--- src/adfr_pkg.sv ---
// Shared constants and types for the addressed display frame receiver.
// No dependencies; used by every module under src.
package adfr_pkg;

    localparam int BYTE_W    = 8;
    localparam int CNT_W     = 4;
    localparam int FCNT_W    = 2;
    localparam int DISPLAY_W = 64;

    localparam logic [BYTE_W-1:0] START_BYTE       = 8'hBA;
    localparam logic [BYTE_W-1:0] END_BYTE         = 8'hBE;
    localparam logic [FCNT_W-1:0] ADDRESS_POSITION = 2'd2;
    localparam logic [FCNT_W-1:0] COUNT_LIMIT      = 2'd3;

    typedef struct packed {
        logic              store;
        logic [CNT_W-1:0]  slot;
        logic              commit;
    } t_frame_ctl;

endpackage

--- src/addressed_display_frame_receiver.sv ---
// Addressed display frame receiver, top level: input register, frame control,
// payload store and result register. Depends on adfr_pkg, adfr_frame_ctrl, adfr_payload_store.
// Each byte passes the input register, then the result register; an unaccepted result stalls both.
// Throughput 1 item per cycle while results are accepted, set by the frame state update between
// input and result registers.
// Reset (i_rst_n low, synchronous): frame closed, counters zero, display cleared,
// station address zero, both stream stages empty.
module addressed_display_frame_receiver #(
    parameter int PAYLOAD_BYTES = 8
) (
    input  logic                            i_clk,
    input  logic                            i_rst_n,
    input  logic                            i_s_axis_tvalid,
    output logic                            o_s_axis_tready,
    input  logic [7:0]                      i_s_axis_tdata,   // [7:0] rx_byte
    output logic                            o_m_axis_tvalid,
    input  logic                            i_m_axis_tready,
    output logic [63:0]                     o_m_axis_tdata,   // [63:0] display_word
    output logic [1:0]                      o_m_axis_tuser,   // [0] committed, [1] in_frame
    input  logic                            i_cfg_wr_en,
    input  logic [7:0]                      i_cfg_wr_data     // [7:0] station_address
);

    logic                            r_in_valid;
    logic [adfr_pkg::BYTE_W-1:0]     r_in_byte;
    logic [adfr_pkg::BYTE_W-1:0]     r_station_address;
    logic                            r_out_valid;
    logic                            r_committed;
    logic                            r_in_frame;

    logic                            step;
    logic                            in_frame_next;
    adfr_pkg::t_frame_ctl            ctl;
    logic [adfr_pkg::DISPLAY_W-1:0]  display_word;

    assign step            = r_in_valid && (!r_out_valid || i_m_axis_tready);
    assign o_s_axis_tready = !r_in_valid || step;

    always_ff @(posedge i_clk) begin
        if (!i_rst_n) begin
            r_station_address <= '0;
        end else if (i_cfg_wr_en) begin
            r_station_address <= i_cfg_wr_data;
        end
    end

    always_ff @(posedge i_clk) begin
        if (!i_rst_n) begin
            r_in_valid <= 1'b0;
        end else if (o_s_axis_tready) begin
            r_in_valid <= i_s_axis_tvalid;
        end
    end

    always_ff @(posedge i_clk) begin
        if (o_s_axis_tready && i_s_axis_tvalid) begin
            r_in_byte <= i_s_axis_tdata;
        end
    end

    adfr_frame_ctrl #(
        .PAYLOAD_BYTES (PAYLOAD_BYTES)
    ) u_frame_ctrl (
        .i_clk             (i_clk),
        .i_rst_n           (i_rst_n),
        .i_step            (step),
        .i_rx_byte         (r_in_byte),
        .i_station_address (r_station_address),
        .o_ctl             (ctl),
        .o_in_frame        (in_frame_next)
    );

    adfr_payload_store #(
        .PAYLOAD_BYTES (PAYLOAD_BYTES)
    ) u_payload_store (
        .i_clk          (i_clk),
        .i_rst_n        (i_rst_n),
        .i_step         (step),
        .i_rx_byte      (r_in_byte),
        .i_ctl          (ctl),
        .o_display_word (display_word)
    );

    always_ff @(posedge i_clk) begin
        if (!i_rst_n) begin
            r_out_valid <= 1'b0;
        end else if (step) begin
            r_out_valid <= 1'b1;
        end else if (i_m_axis_tready) begin
            r_out_valid <= 1'b0;
        end
    end

    // hold flags while the result waits
    always_ff @(posedge i_clk) begin
        if (step) begin
            r_committed <= ctl.commit;
            r_in_frame  <= in_frame_next;
        end
    end

    assign o_m_axis_tvalid = r_out_valid;
    assign o_m_axis_tdata  = display_word;
    assign o_m_axis_tuser  = {r_in_frame, r_committed};

endmodule

--- src/adfr_frame_ctrl.sv ---
// Frame tracking for the receiver: start/address/end decode and counters.
// Depends on adfr_pkg; drives the payload store through adfr_pkg::t_frame_ctl.
module adfr_frame_ctrl #(
    parameter int PAYLOAD_BYTES = 8
) (
    input  logic                          i_clk,
    input  logic                          i_rst_n,
    input  logic                          i_step,
    input  logic [adfr_pkg::BYTE_W-1:0]   i_rx_byte,
    input  logic [adfr_pkg::BYTE_W-1:0]   i_station_address,
    output adfr_pkg::t_frame_ctl          o_ctl,
    output logic                          o_in_frame
);

    localparam logic [adfr_pkg::CNT_W-1:0] PAYLOAD_CNT = adfr_pkg::CNT_W'(PAYLOAD_BYTES);

    logic                          r_frame_open;
    logic [adfr_pkg::FCNT_W-1:0]   r_frame_byte_count;
    logic                          r_capture_enabled;
    logic [adfr_pkg::CNT_W-1:0]    r_payload_count;

    logic                          n_frame_open;
    logic [adfr_pkg::FCNT_W-1:0]   n_frame_byte_count;
    logic                          n_capture_enabled;
    logic [adfr_pkg::CNT_W-1:0]    n_payload_count;

    logic                          open_now;
    logic [adfr_pkg::FCNT_W-1:0]   fcnt_step;
    logic                          addr_hit;
    logic                          other_byte;
    logic                          store;
    logic [adfr_pkg::CNT_W-1:0]    pcnt_step;
    logic                          finish;

    always_comb begin
        open_now   = r_frame_open || (i_rx_byte == adfr_pkg::START_BYTE);
        fcnt_step  = r_frame_byte_count;
        if (open_now && (r_frame_byte_count < adfr_pkg::COUNT_LIMIT)) begin
            fcnt_step = r_frame_byte_count + 1'b1;
        end
        addr_hit   = open_now && (fcnt_step == adfr_pkg::ADDRESS_POSITION)
                     && (i_rx_byte == i_station_address);
        other_byte = open_now && !addr_hit;
        store      = other_byte && r_capture_enabled && (r_payload_count < PAYLOAD_CNT);
        pcnt_step  = r_payload_count + adfr_pkg::CNT_W'(store);
        finish     = other_byte && (i_rx_byte == adfr_pkg::END_BYTE);

        if (finish) begin
            n_frame_open       = 1'b0;
            n_frame_byte_count = '0;
            n_capture_enabled  = 1'b0;
            n_payload_count    = '0;
        end else begin
            n_frame_open       = open_now;
            n_frame_byte_count = fcnt_step;
            n_capture_enabled  = r_capture_enabled || addr_hit;
            n_payload_count    = pcnt_step;
        end

        o_ctl.store  = store;
        o_ctl.slot   = r_payload_count;
        o_ctl.commit = finish && (pcnt_step == PAYLOAD_CNT);
        o_in_frame   = n_frame_open;
    end

    always_ff @(posedge i_clk) begin
        if (!i_rst_n) begin
            r_frame_open       <= 1'b0;
            r_frame_byte_count <= '0;
            r_capture_enabled  <= 1'b0;
            r_payload_count    <= '0;
        end else if (i_step) begin
            r_frame_open       <= n_frame_open;
            r_frame_byte_count <= n_frame_byte_count;
            r_capture_enabled  <= n_capture_enabled;
            r_payload_count    <= n_payload_count;
        end
    end

endmodule

--- src/adfr_payload_store.sv ---
// Payload buffer and display contents of the receiver.
// Depends on adfr_pkg; controlled by adfr_frame_ctrl.
module adfr_payload_store #(
    parameter int PAYLOAD_BYTES = 8
) (
    input  logic                            i_clk,
    input  logic                            i_rst_n,
    input  logic                            i_step,
    input  logic [adfr_pkg::BYTE_W-1:0]     i_rx_byte,
    input  adfr_pkg::t_frame_ctl            i_ctl,
    output logic [adfr_pkg::DISPLAY_W-1:0]  o_display_word
);

    localparam int SLOT_W = (PAYLOAD_BYTES > 1) ? $clog2(PAYLOAD_BYTES) : 1;

    logic [adfr_pkg::BYTE_W-1:0] r_buf  [PAYLOAD_BYTES];
    logic [adfr_pkg::BYTE_W-1:0] r_disp [PAYLOAD_BYTES];

    always_ff @(posedge i_clk) begin
        if (i_step && i_ctl.store) begin
            r_buf[i_ctl.slot[SLOT_W-1:0]] <= i_rx_byte;
        end
    end

    always_ff @(posedge i_clk) begin
        if (!i_rst_n) begin
            for (int k = 0; k < PAYLOAD_BYTES; k++) begin
                r_disp[k] <= '0;
            end
        end else if (i_step && i_ctl.commit) begin
            for (int k = 0; k < PAYLOAD_BYTES; k++) begin
                if (i_ctl.store && (i_ctl.slot[SLOT_W-1:0] == SLOT_W'(k))) begin
                    r_disp[k] <= i_rx_byte;
                end else begin
                    r_disp[k] <= r_buf[k];
                end
            end
        end
    end

    always_comb begin
        o_display_word = '0;
        for (int k = 0; k < PAYLOAD_BYTES; k++) begin
            o_display_word[k*adfr_pkg::BYTE_W +: adfr_pkg::BYTE_W] = r_disp[k];
        end
    end

endmodule

--- config.mk ---
export PLATFORM = sky130hd
export DESIGN_NAME = addressed_display_frame_receiver
export DESIGN_NICKNAME = d
export VERILOG_FILES = /design/src/adfr_pkg.sv /design/src/addressed_display_frame_receiver.sv /design/src/adfr_frame_ctrl.sv /design/src/adfr_payload_store.sv
export SDC_FILE = /design/constraint.sdc
export NUM_CORES = 1
export LEC_CHECK = 0
export BUFFER_PORTS_ARGS = -buffer_cell sky130_fd_sc_hd__buf_2
export CORE_MARGIN = 4
export CORE_UTILIZATION = 56
export CTS_CLUSTER_SIZE = 25
export DETAILED_ROUTE_END_ITERATION = 6
export PLACE_DENSITY = 0.79
export SLEW_MARGIN = 20
export SYNTH_ARGS = -nofsm -noshare
export SYNTH_HDL_FRONTEND = slang
export SYNTH_SLANG_ARGS = --single-unit
--- constraint.sdc ---
create_clock -name i_clk -period 4.95 [get_ports i_clk]
set_clock_uncertainty 0.2 [all_clocks]
set_input_delay 0.495 -clock i_clk [delete_from_list [all_inputs] [get_ports i_clk]]
set_output_delay 0.495 -clock i_clk [all_outputs]
set_load 0.05 [all_outputs]
# ---- Word level (Yosys, flattened, before mapping)
# Memories as Yosys holds them, arrays and structs flattened.
# Index checks and enable logic that the tools add are counted.
dict set report word_totals {
  regBits 28
  ram_bits 128
  inputBits 21
  word_cells 163
  memories 2
}
dict set report classes {
  addsub 2
  magnitude_cmp 2
  n_eq_ne 12
  n_mux 90
  n_bitwise 16
  reduce_logical 29
}
# name words width read_ports rd_ports_with_merged_regs wr line_no
set mem_list {}
lappend mem_list {u_payload_store.r_buf 8 8 8 0 1 adfr_payload_store.sv:16} ;# logic [adfr_pkg::BYTE_W-1:0] r_buf [PAYLOAD_BYTES];
lappend mem_list {u_payload_store.r_disp 8 8 8 0 8 adfr_payload_store.sv:17} ;# logic [adfr_pkg::BYTE_W-1:0] r_disp [PAYLOAD_BYTES];
# cell n
set ops {}
lappend ops {{$mux 8} 16}
lappend ops {{$mux 1} 71}
lappend ops {{$logic_and 1x1->1} 20}
lappend ops {{$eq 8x8->1 const B} 2}
lappend ops {{$or 1x1->1} 16}
lappend ops {{$eq 3x3->1 const B} 4}
lappend ops {{$eq 8x8->1} 1}
lappend ops {{$eq 3x2->1 const B} 2}
lappend ops {{$add 4x1->4} 1}
lappend ops {{$eq 4x4->1 const B} 1}
lappend ops {{$logic_or 1x1->1} 4}
lappend ops {{$lt 4x4->1 const B} 1}
lappend ops {{$mux 2} 2}
lappend ops {{$mux 4} 1}
lappend ops {{$eq 3x1->1 const B} 1}
lappend ops {{$logic_not 1->1} 3}
lappend ops {{$logic_not 3->1} 1}
lappend ops {{$add 2x1->2 const B} 1}
lappend ops {{$eq 2x2->1 const B} 1}
lappend ops {{$lt 2x2->1 const B} 1}
lappend ops {{$reduce_bool 2->1} 1}

# ---- Depth between registers and ports, before layout
dict set report logic_depth {
  depth_word 20
  depth_mapped 15
  depth_no_buf 11
}

# ---- By module
# From an unflattened synthesis, not the netlist that was laid out.
dict set report unflattened {
  cells_unflattened 427
  hier_area_um2 6346.1
}
# module n_inst cells_per_inst area_per_inst_um2 seq_area_each_um2
set by_module_without_submodules {}
lappend by_module_without_submodules {adfr_payload_store 1 316 5057.4 3843.7}
lappend by_module_without_submodules {addressed_display_frame_receiver 1 46 700.7 500.5}
lappend by_module_without_submodules {adfr_frame_ctrl 1 65 588.1 160.2}

# ---- Worst setup path after synthesis
# No wires, ideal clock.
dict set report synth_path {
  path_type {reg2reg}
  startpoint {register r_in_byte[7] (netlist name)}
  endpoint {memory u_payload_store.r_disp[0][0] (netlist name), enable pin}
  setup_time_ps 395
  arrival_ps 3394
  required_ps 4355
  setup_slack_ps 961
  stages_incl_launch_ff 13
  path_buffers 2
  period_less_slack_ps 3989
  path_cell_list {edfxtp_1 xor2_1 nor4_1 and3_1 clkbuf_2 clkbuf_1 nor3_1 ha_1 ha_1 nor3b_1 a31oi_1 nor4_1 a21bo_2}
}
# item line_no
set synth_lines {}
lappend synth_lines {{start, declared} addressed_display_frame_receiver.sv:25} ;# logic [adfr_pkg::BYTE_W-1:0] r_in_byte;
lappend synth_lines {{start signal, assigned} addressed_display_frame_receiver.sv:57} ;# r_in_byte <= i_s_axis_tdata;
lappend synth_lines {{end, declared} adfr_payload_store.sv:17}

==> impl_metrics.toml <==
[run_status]
status = "finished, final reports clean"

[timing]
setup_viol = 0
drv_slew = 0
fin_crit_ps = 4230
maxSlewHeadroom_pct = 22.5
hold_viol = 0
clock.fmax_ghz = 0.236
rsz0062_at_grt = "false"
fin_tns_setup_ps = 0
worst_slew_pin_slew_ps = 1150
finalCritPeriodShare_pct = 85.4

[hold_path]
hold_path_end = "r_station_address[2]"
hold_class = "input pin to flip-flop"
min_from = "i_cfg_wr_data[2]"
hold_path_depth = 3

[cells_and_area]
area_delta_synth_final_pct = 21.3
drive_above_1_share_pct = 27.7
layout.nets = 505
utilization_pct = 69.6
fillers = 689
n_antenna_cell = 0

[place]
dp_hpwl_mm = 7.36
gp_congestion = 0.854
io_buffers = 88

[cts]
clock_latency_ps = 530
cts_tree = "built"
cts.clk_slew.worst_paths_ps = 70
post_cts_buffers = 0
cts_root_buf = "clkbuf_8"
clockBufferDepth = 2
htreeDepth = 4
clock_sinks = 156
cts-buffers-inserted = 17

[synthesis]
synth_top_family_by_area = "simple AND/OR/NAND/NOR gates"
syn_nets = 398
muxShareOfSynthArea_pct = 1.36
synth_cell_types = 43
synth-edff-count = 138
synth_fa_ha_area_share_pct = 0.636
synth_seq_cells = 156
synth_simple_gate_area_share_pct = 10.0
synth_compound_area_share_pct = 8.08
yosysSeqAreaShare_pct = 76.4
synth_flop_cell = "edfxtp_1"
synth_xor_area_share_pct = 1.63
syn_avg_cell_area_um2 = 15.8
ys_warn_count = 0
syn_area_mm2 = 0.00590
syn_inst = 374
async_reset_ff_share_pct = 0

[die]
num_io_pins = 89
core_mm2 = 0.0103
die_area_mm2 = 0.0122
dieHeight_um = 111
die_w_um = 111
row_count = 37
start_util_pct = 57.4

[power]
power.internal_mw = 2.19
seqPwrFrac_pct = 51.1
p_sw_uw = 716
p_clk_share_pct = 41.6
ir_worst_vdd_v = 0.000214
p_leak_nw = 2.60
total_power_mw = 2.91
comb_power_share_pct = 7.2
pwr_density_cell_mw_per_mm2 = 407
swShare_pct = 24.6

[worst_setup_path]
reg2reg_depth = 10
critical_path_arrival_ps = 4310
r2r_start = "r_in_byte[6]"
critPathKind = "flip-flop to flip-flop"
cp-start-kind = "flip-flop"
crit_path_start = "r_in_byte[6]"
worstReg2RegEnd = "u_payload_store.r_disp[1][29]"
endpoint_kind = "flip-flop"
worstPathMaxFanout = 19
reg2reg_slack_ps = 720
worstPathRequired_ps = 5030

[global_routing]
grt_pass1_wl_mm = 18.7
grt_max_degree = 43
grt.total_usage_pct = 20.0
first_global_vias = 3532
antenna_found_initial = 0
gr-total-overflow = 0

[drt]
route.antenna.remaining_nets = 0
drt-pass1-iter-count = 5
routed_wl_mm = 12.2
vias = 3604
wire_per_inst_um = 19.3
drt_iter0_markers = 260
drt-vias-per-instance = 5.72
drcViolationCount = 0

[run]
drv_cap = 0
## synthesized netlist by cell type, types with 3 or more instances
cell	instances	area, µm²
edfxtp_1	138	4140
o21a_1	34	255
nor2_1	30	113
dfxtp_1	18	360
clkbuf_1	13	48.8
nand2_1	11	41.3
nor2b_1	11	68.8
and2_1	10	62.6
nor3_1	10	50.1
o311a_1	10	100
xor2_1	10	87.6
mux2i_1	8	80.1
nand3_1	8	40.0
o21ai_0	7	35.0
or3_1	6	37.5
nor4_1	5	31.3
inv_1	4	15.0
nand2b_1	4	25.0
a31oi_1	3	18.8
ha_1	3	37.5
nand4_1	3	18.8
## metrics by stage
stage | setup WS (ps) | instance area (µm²) | instances | hold slack [ps]
2_1_floorplan | 961 | 5900 | 374 | 260
3_3_place_gp | 1040 | 6510 | 590 | 275
3_5_place_dp | 872 | 6510 | 590 | 283
4_1_cts | 835 | 7150 | 630 | 11.7
5_1_grt | 555 | 7160 | 630 | 18.2
6_report | 721 | 7160 | 630 | 20.1
## worst max-delay path by stage
stage                                                to  slack [ps]
after detailed placement   u_payload_store.r_disp[1][3]         870
after CTS                 u_payload_store.r_disp[1][29]         840
after global routing       u_payload_store.r_disp[1][7]         560
after floorplan            u_payload_store.r_disp[0][0]         960
after global placement    u_payload_store.r_disp[1][21]        1040
final                     u_payload_store.r_disp[1][29]         720
## sequential cells by signal, summed over array words and instances, names as in the netlist
name                             count
r_in_valid                           1
u_payload_store.r_buf               64
o_m_axis_tvalid                      1
r_in_byte                            8
r_committed                          1
u_frame_ctrl.r_frame_byte_count      2
u_frame_ctrl.r_payload_count         4
r_station_address                    8
r_in_frame                           1
u_payload_store.r_disp              64
u_frame_ctrl.r_frame_open            1
u_frame_ctrl.r_capture_enabled       1
## logic make-up after synthesis
group / count (synthesis)
multiplexers: 8
XOR/XNOR: 11
buffers and inverters: 23
flip-flops: 156
AO/OA/AOI/OAI: 63
adder cells (fa/ha/maj): 3
AND/OR/NAND/NOR: 110
## layout make-up
cell class / count / area (µm²) / area share [%]
sequential: 156 / 4500 / 62.9
multi-input combinational: 195 / 1300 / 18.1
timing repair buffer: 107 / 616 / 8.60
clock buffer: 17 / 414 / 5.79
tap: 136 / 170 / 2.38
clock inverter: 15 / 139 / 1.94
inverter: 4 / 15.0 / 0.210
## repair_timing
item,in CTS,in global routing
endpoints found under the hold margin,8,0
hold buffers,8,0
resized for setup,0,0
## layer usage
metal | share of wire [%] | wire [µm] | GRT usage [%]
met5 | 0 | 0 | 0
met1 | 40 | 4820 | 24.5
met3 | 8.1 | 986 | 6.96
met2 | 51 | 6190 | 33.5
met4 | 1.4 | 176 | 6.32
## cell usage in the layout (no fill, tap or decap), types with 3 or more instances in the layout
cell | netlist | layout
a31oi_1 | 3 | 3
and2_1 | 10 | 10
buf_2 | 1 | 88
buf_4 | 2 | 10
clkbuf_16 | 0 | 16
clkinv_4 | 0 | 3
dfxtp_1 | 18 | 18
dlygate4sd3_1 | 0 | 8
edfxtp_1 | 138 | 138
ha_1 | 3 | 3
inv_1 | 4 | 4
inv_6 | 0 | 5
mux2i_1 | 8 | 8
nand2_1 | 11 | 11
nand2b_1 | 4 | 4
nand3_1 | 8 | 8
nand4_1 | 3 | 3
nor2_1 | 30 | 30
nor2b_1 | 11 | 11
nor3_1 | 10 | 8
nor4_1 | 5 | 4
o21a_1 | 34 | 34
o21ai_0 | 7 | 7
o311a_1 | 10 | 10
or3_1 | 6 | 6
xor2_1 | 10 | 10
## critical path: stages (launching register included)
cell and delay (ps):
edfxtp_1 580, xor2_1 220, nor4_1 270, and3_1 570, nor3_1 150, ha_1 260
ha_1 320, nor2_1 210, nand4_1 180, or4_4 600, o311a_1 390
## power groups by stage
stage / clock [mW] / sequential (mW) / combinational (mW)
detailed placement: 0 / 1.52 / 0.206
finish: 1.21 / 1.49 / 0.211
CTS: 1.21 / 1.49 / 0.211
floorplan: 0 / 1.62 / 0.0404
global placement: 0 / 1.52 / 0.203
global route: 1.29 / 1.49 / 0.220
Note: power is estimated with default switching activity, not from simulation.
